==> src/sv/rmth_pkg.sv <==
// ----------------------------------------------------------------------------
// rmth_pkg: shared types and constants for the two-heap running median
// Widths, depths and the controller state and command types.
// ----------------------------------------------------------------------------
package rmth_pkg;

   localparam int SAMPLE_WIDTH = 32;
   localparam int CAPACITY     = 1024;
   localparam int HALF_DEPTH   = (CAPACITY + 1) / 2;
   localparam int ADDR_WIDTH   = $clog2(HALF_DEPTH);
   localparam int SIZE_WIDTH   = $clog2(HALF_DEPTH + 1);
   localparam int COUNT_WIDTH  = 11;

   typedef logic signed [SAMPLE_WIDTH-1:0] sample_type;
   typedef logic [ADDR_WIDTH-1:0]          addr_type;
   typedef logic [SIZE_WIDTH-1:0]          size_type;

   typedef enum logic [3:0] {
      ST_IDLE,
      ST_TOP_RD,     // read source heap top
      ST_TOP_CHK,    // decide exchange
      ST_DN_RD,      // read children
      ST_DN_RD2,
      ST_DN_CHK,     // compare with children
      ST_UP_RD,      // read parent on destination heap
      ST_UP_CHK,
      ST_FIN_RD,     // read both tops for the median
      ST_FIN,
      ST_OUT
   } state_type;

   typedef struct packed {
      logic start;
      logic ld_top;
      logic dn_rd_left;
      logic dn_rd_right;
      logic dn_step;
      logic dn_end;
      logic up_begin;
      logic up_rd;
      logic up_step;
      logic up_end;
      logic fin_rd;
      logic fin;
   } cmd_type;

   typedef struct packed {
      logic full;
      logic src_empty;
      logic top_exch;
      logic dn_has_left;
      logic dn_has_right;
      logic dn_swap;
      logic up_at_root;
      logic up_swap;
   } sts_type;

endpackage

==> src/sv/rmth_ctrl.sv <==
// ----------------------------------------------------------------------------
// rmth_ctrl: sequencer for one insert
// Exchange with source top, sift-down, sift-up on destination, median (only median when full).
// ----------------------------------------------------------------------------
module rmth_ctrl (
   input  logic              clock,
   input  logic              reset,
   input  logic              req_tvalid,
   output logic              req_tready,
   output logic              rsp_tvalid,
   input  logic              rsp_tready,
   input  rmth_pkg::sts_type sts,
   output rmth_pkg::cmd_type cmd
);
   rmth_pkg::state_type state_ff, state_in;
   logic                out_ff, out_in;   // result waiting

   always_ff @(posedge clock) begin
      if (reset) begin
         state_ff <= rmth_pkg::ST_IDLE;
         out_ff   <= 1'b0;
      end else begin
         state_ff <= state_in;
         out_ff   <= out_in;
      end
   end

   assign rsp_tvalid = out_ff;

   always_comb begin
      state_in = state_ff;
      out_in = out_ff;
      cmd = '0;
      req_tready = 1'b0;
      if (out_ff && rsp_tready) begin
         out_in = 1'b0;
      end
      case (state_ff)
         rmth_pkg::ST_IDLE: begin
            req_tready = !out_ff;
            if (req_tvalid && !out_ff) begin
               cmd.start = 1'b1;
               state_in = sts.full ? rmth_pkg::ST_FIN_RD : rmth_pkg::ST_TOP_RD;
            end
         end
         rmth_pkg::ST_TOP_RD: begin
            state_in = sts.src_empty ? rmth_pkg::ST_UP_RD : rmth_pkg::ST_TOP_CHK;
            if (sts.src_empty) begin
               cmd.up_begin = 1'b1;
            end
         end
         rmth_pkg::ST_TOP_CHK: begin
            if (sts.top_exch) begin
               cmd.ld_top = 1'b1;
               state_in = rmth_pkg::ST_DN_RD;
            end else begin
               cmd.up_begin = 1'b1;
               state_in = rmth_pkg::ST_UP_RD;
            end
         end
         rmth_pkg::ST_DN_RD: begin
            if (sts.dn_has_left) begin
               cmd.dn_rd_left = 1'b1;
               state_in = rmth_pkg::ST_DN_RD2;
            end else begin
               cmd.dn_end = 1'b1;
               cmd.up_begin = 1'b1;
               state_in = rmth_pkg::ST_UP_RD;
            end
         end
         rmth_pkg::ST_DN_RD2: begin
            cmd.dn_rd_right = 1'b1;   // latches left value
            state_in = rmth_pkg::ST_DN_CHK;
         end
         rmth_pkg::ST_DN_CHK: begin
            if (sts.dn_swap) begin
               cmd.dn_step = 1'b1;
               state_in = rmth_pkg::ST_DN_RD;
            end else begin
               cmd.dn_end = 1'b1;
               cmd.up_begin = 1'b1;
               state_in = rmth_pkg::ST_UP_RD;
            end
         end
         rmth_pkg::ST_UP_RD: begin
            if (sts.up_at_root) begin
               cmd.up_end = 1'b1;
               state_in = rmth_pkg::ST_FIN_RD;
            end else begin
               cmd.up_rd = 1'b1;
               state_in = rmth_pkg::ST_UP_CHK;
            end
         end
         rmth_pkg::ST_UP_CHK: begin
            if (sts.up_swap) begin
               cmd.up_step = 1'b1;
               state_in = rmth_pkg::ST_UP_RD;
            end else begin
               cmd.up_end = 1'b1;
               state_in = rmth_pkg::ST_FIN_RD;
            end
         end
         rmth_pkg::ST_FIN_RD: begin
            cmd.fin_rd = 1'b1;
            state_in = rmth_pkg::ST_FIN;
         end
         rmth_pkg::ST_FIN: begin
            cmd.fin = 1'b1;
            state_in = rmth_pkg::ST_OUT;
         end
         rmth_pkg::ST_OUT: begin
            if (!out_ff || rsp_tready) begin
               out_in = 1'b1;
               state_in = rmth_pkg::ST_IDLE;
            end
         end
         default: state_in = rmth_pkg::ST_IDLE;
      endcase
   end

   a_start_idle: assert property (@(posedge clock) disable iff (reset)
      cmd.start |-> (state_ff == rmth_pkg::ST_IDLE)) else $error("start outside idle");
   a_fin_then_out: assert property (@(posedge clock) disable iff (reset)
      cmd.fin |=> state_ff == rmth_pkg::ST_OUT) else $error("fin not followed by out");
   a_one_pending: assert property (@(posedge clock) disable iff (reset)
      cmd.start |-> !out_ff) else $error("start with result pending");
endmodule
==> config.mk <==
export PLATFORM = sky130hd
export DESIGN_NAME = rmth_ctrl
export DESIGN_NICKNAME = d
export VERILOG_FILES = /design/src/sv/rmth_pkg.sv /design/src/sv/rmth_ctrl.sv
export SDC_FILE = /design/constraint.sdc
export NUM_CORES = 1
export LEC_CHECK = 0
export ABC_CLOCK_PERIOD_IN_PS = 1350
export BUFFER_PORTS_ARGS = -buffer_cell sky130_fd_sc_hd__buf_2
export CAP_MARGIN = 20
export CORE_AREA = 2 2 39 41
export CTS_CLUSTER_DIAMETER = 80
export DETAILED_ROUTE_END_ITERATION = 6
export DIE_AREA = 0 0 41 43
export PLACE_DENSITY = 0.77
export SETUP_SLACK_MARGIN = 0.2
export SYNTH_ARGS = -nofsm -noshare
export SYNTH_HDL_FRONTEND = slang
export SYNTH_SLANG_ARGS = --single-unit
export TNS_END_PERCENT = 20
==> constraint.sdc <==
create_clock -name clock -period 1.35 [get_ports clock]
set_input_delay 0.135 -clock clock [delete_from_list [all_inputs] [get_ports clock]]
set_output_delay 0.135 -clock clock [all_outputs]
set_load 0.01 [all_outputs]
* Word level (Yosys, flattened, before mapping)
Index checks and enable logic that the tools add are counted.
Cells by class: multiplexer cells 38, equal/unequal tests 12, reduce and logical (&&, ||, !) cells 6
Operators by type and width (count):
- $pmux W4 S11 | 1
- $mux W1 | 23
- $mux W4 | 5
- $eq A4 B3 Y1 const B | 4
- $eq A4 B4 Y1 const B | 3
- $mux W3 | 3
- $eq A4 B2 Y1 const B | 2
- $mux W2 | 3
- $eq A4 B1 Y1 const B | 1
- $logic_not A4 Y1 | 1
- $ne A2 B2 Y1 const B | 2
- $pmux W1 S2 | 2
- $pmux W1 S4 | 1
- $logic_and A1 B1 Y1 | 2
- $reduce_and A2 Y1 | 1
- $logic_not A1 Y1 | 1
- $logic_or A1 B1 Y1 | 1
Word-level totals: word-level logic and storage cells 58, register bits after elaboration 5, output and inout port bits 14

* Logic depth before layout (Yosys ltp)
word-level depth 4, mapped depth 5

* Worst setup path before layout
Ideal clock, no wire load.
path type register -> register, from register state_ff[1], to register state_ff[3], period minus slack after synthesis 1.286 ns, setup slack 0.064 ns, library setup time 0.115 ns, arrival time 1.172 ns, stages on the path, launching flop included 5, required time 1.235 ns, path buffers 0, path through dfxtp_1 > or3_1 > o31ai_2 > a21oi_1 > o21ba_1
On the way: word-level cells in the longest chain between the ends 3
Ends and longest elaborated chain:
- start: declaration | line rmth_ctrl.sv:15 | rmth_pkg::state_type state_ff, state_in;
- start signal: assignment | line rmth_ctrl.sv:20 | state_ff <= rmth_pkg::ST_IDLE;
- start signal: assignment | line rmth_ctrl.sv:23 | state_ff <= state_in;
- $eq A4 B4 Y1 / $logic_not A4 Y1 (equally long branches) | line rmth_ctrl.sv:38 | case (state_ff)
- $ne A2 B2 Y1 (no line)
- $reduce_and A2 Y1 (no line)
Parallel ways exist; a longest one is shown, timed or not. A chain may end at the register's enable or synchronous reset.

==> flow_summary.toml <==
[die]
die_y_um = 43
core_um2 = 1384
initial_core_util = 0.3472
die-area_um2 = 1763
fp-row-count = 14
die_w_um = 41
ios = 26

[yosys]
synth_top_family_by_area = "simple AND/OR/NAND/NOR gates"
netlist_instances = 72
synth_compound_area_frac = 0.3281
syn_avg_cell_area_um2 = 6.673
yosysWarnings = 0
syn_nets = 84
yosys.area_share.simple = 0.4089
ys_types = 27
muxShareOfSynthArea = 0
seq_area_frac_synth = 0.2083
synthAdderAreaFrac = 0
synthXorXnorAreaFrac = 0
netlist_area_um2 = 480.5
synth_seq_cells = 5

[finish]
most-common-layout-cells = "22 x buf_2, 10 x buf_4, 9 x nor2_1"
postLayoutCoreUtil = 0.6501
fillers = 110
drive_gt1_frac = 0.6250
postLayoutCellArea_um2 = 899.6
final_common_cell = "buf_2"
final_nets = 125
diodes = 0
syn2layout_area_growth_pct = 87.24

[setup_path]
cp_top_family = "flip-flops"
end_kind = "primary output"
path_class = "reg -> out"
cp_max_fo = 5
crit_slowest_cell = "dfxtp_2"
cp_num_buf_inv = 2
cp.required_ns = 1.22
start_kind = "flop"
path_cells = "buf_6 > nor2b_2 > nor2b_2 > a21o_1 > buf_2"
cp.arrival_ns = 1.24
crit_path_frequent_cell = "nor2b_2"
slowest_delay_ns = 0.38

[worst_hold_path]
min_path_type = "in -> reg"

[global_route]
grt_pass1_vias = 588
grt.busiest_layer = "met2"
track_usage = 0.1871
grt_pass1_wl_um = 2366
grt_remaining_overflow = 0
antenna_found_initial = 0
grt_max_degree = 13
grt_util_met1 = 0.2265
grt_use_met3 = 0.03665
grt_use_met2 = 0.3406

[pwr]
vdd_drop_max_mv = 0.9320
p_per_area_nw_per_um2 = 2088
finalPower_mw = 1.878
p_leak_nw = 0.4380

[sta]
worst_clock_skew_ns = 0.008000
finalHoldViolCount = 0
fmax_ghz = 0.7295
setup_violations = 1
tightest_slew_ns = 0.2470
min_period_ns = 1.371
hold_slack_ns = 0.1309
drv_slew = 0
layout_setup_ws_ns = -0.02084
rsz0062_at_grt = "true"
final.period_utilization = 1.015
max_slew_margin = 0.8344

[cts]
htree_levels = 1
clk_pin_slew_worst_paths_ns = 0.05
clockRootBuffer = "clkbuf_4"
cts_tree = "done"
cts_buffer_depth = 2
clkSinkCount = 5
worstSkewPairLatency_ns = 0.24
cts_inserted_buffers = 3
ctsHoldBuffers = 0

[routing]
ant_nets = 0
vias_per_cell = 5.258
wl_per_cell_um = 12.52
drc = 0
num_vias = 673
dr.pass1.iters = 3
wirelength_um = 1603
drt_iter0_drc = 13

[placement]
hpwl_um = 1062
dpl_cell_area_um2 = 669.4
gp_congestion = 0.8195
io_buffers = 24

[job]
drv_cap = 0

[run_status]
violations = "negative setup slack"
status = "complete, but fails checks"
==> logic make-up after synthesis <==
| logic type | Yosys count |
|---|---|
| simple gates | 39 |
| flops | 5 |
| compound gates | 22 |
| buf+inv | 6 |
==> routing by layer <==
| layer | part of all wire | up-vias |
|---|---|---|
| met3 | 0.040 | 0 |
| li1 | - | 341 |
| met2 | 0.53 | 17 |
| met5 | 0 | - |
| met4 | 0 | 0 |
| met1 | 0.43 | 315 |
==> report_power, final <==
part           switching, mW  total, mW  internal [mW]
clock network         0.0615      0.169          0.107
logic                  0.623       1.38          0.757
registers              0.109      0.330          0.221
total                  0.793       1.88           1.09
==> final cells by class <==
| class | instances | area [um2] | share of cell area |
|---|---|---|---|
| timing repair buffer | 40 | 275.3 | 0.3060 |
| sequential | 5 | 112.6 | 0.1252 |
| inverter | 2 | 7.507 | 0.008345 |
| clock buffer | 3 | 22.52 | 0.02503 |
| clock inverter | 1 | 5.005 | 0.005563 |
| tap | 16 | 20.02 | 0.02225 |
| multi-input combinational | 61 | 456.7 | 0.5076 |
==> stage by stage <==
stage | setup TNS (ns) | worst slack [ns] | cells
5_1_grt | -0.2822 | -0.05567 | 128
4_1_cts | -0.002880 | -0.002880 | 128
6_report | -0.02084 | -0.02084 | 128
2_1_floorplan | 0 | 0.06369 | 72
3_5_place_dp | -0.08403 | -0.08403 | 117
3_3_place_gp | 0 | 0.01322 | 117
==> path summary, 6_finish.rpt <==
check / start / to / slack (ns) / depth (start not counted)
worst max-delay path: state_ff[3] / cmd[5] / -0.02 / 5
worst min-delay path: reset / state_ff[2] / 0.13 / 2
worst max register to register: state_ff[2] / state_ff[3] / 0.01 / 4
worst min register to register: rsp_tvalid / rsp_tvalid / 0.57 / 2
==> cells in the mapped netlist <==
cell	number	share of area
nor2_1	11	0.086
nor2b_1	8	0.10
nand2_1	7	0.055
dfxtp_1	5	0.21
a21oi_1	4	0.042
o21ai_0	4	0.042
a22oi_1	3	0.047
and3_1	3	0.039
buf_2	3	0.031
nand2b_1	3	0.039
a2bb2oi_1	2	0.036
inv_1	2	0.016
nand3_1	2	0.021
nor3_1	2	0.021
a211oi_1	1	0.016
a21o_1	1	0.016
a31oi_1	1	0.013
a32oi_1	1	0.018
and2_1	1	0.013
and3b_1	1	0.018
clkbuf_1	1	0.0078
o2111ai_1	1	0.018
o21ba_1	1	0.021
o21bai_1	1	0.016
o2bb2ai_1	1	0.018
o31ai_2	1	0.026
or3_1	1	0.013
==> repair_timing <==
item                       CTS  global route
pin swaps                   13             2
gates resized for setup     37             5
buffers inserted             7             0
setup endpoints to repair   17            17
==> sequential cells by signal, indices dropped and copies added, names as in the netlist <==
signal / count
rsp_tvalid: 1
state_ff: 4
==> worst reg2reg max path, stage by stage (launching register included) <==
cell and delay, ns:
dfxtp_4 0.36, or3_4 0.38, o31ai_2 0.24, a21oi_1 0.07, o21ba_1 0.18
Note: power is estimated with default switching activity, not from simulation.
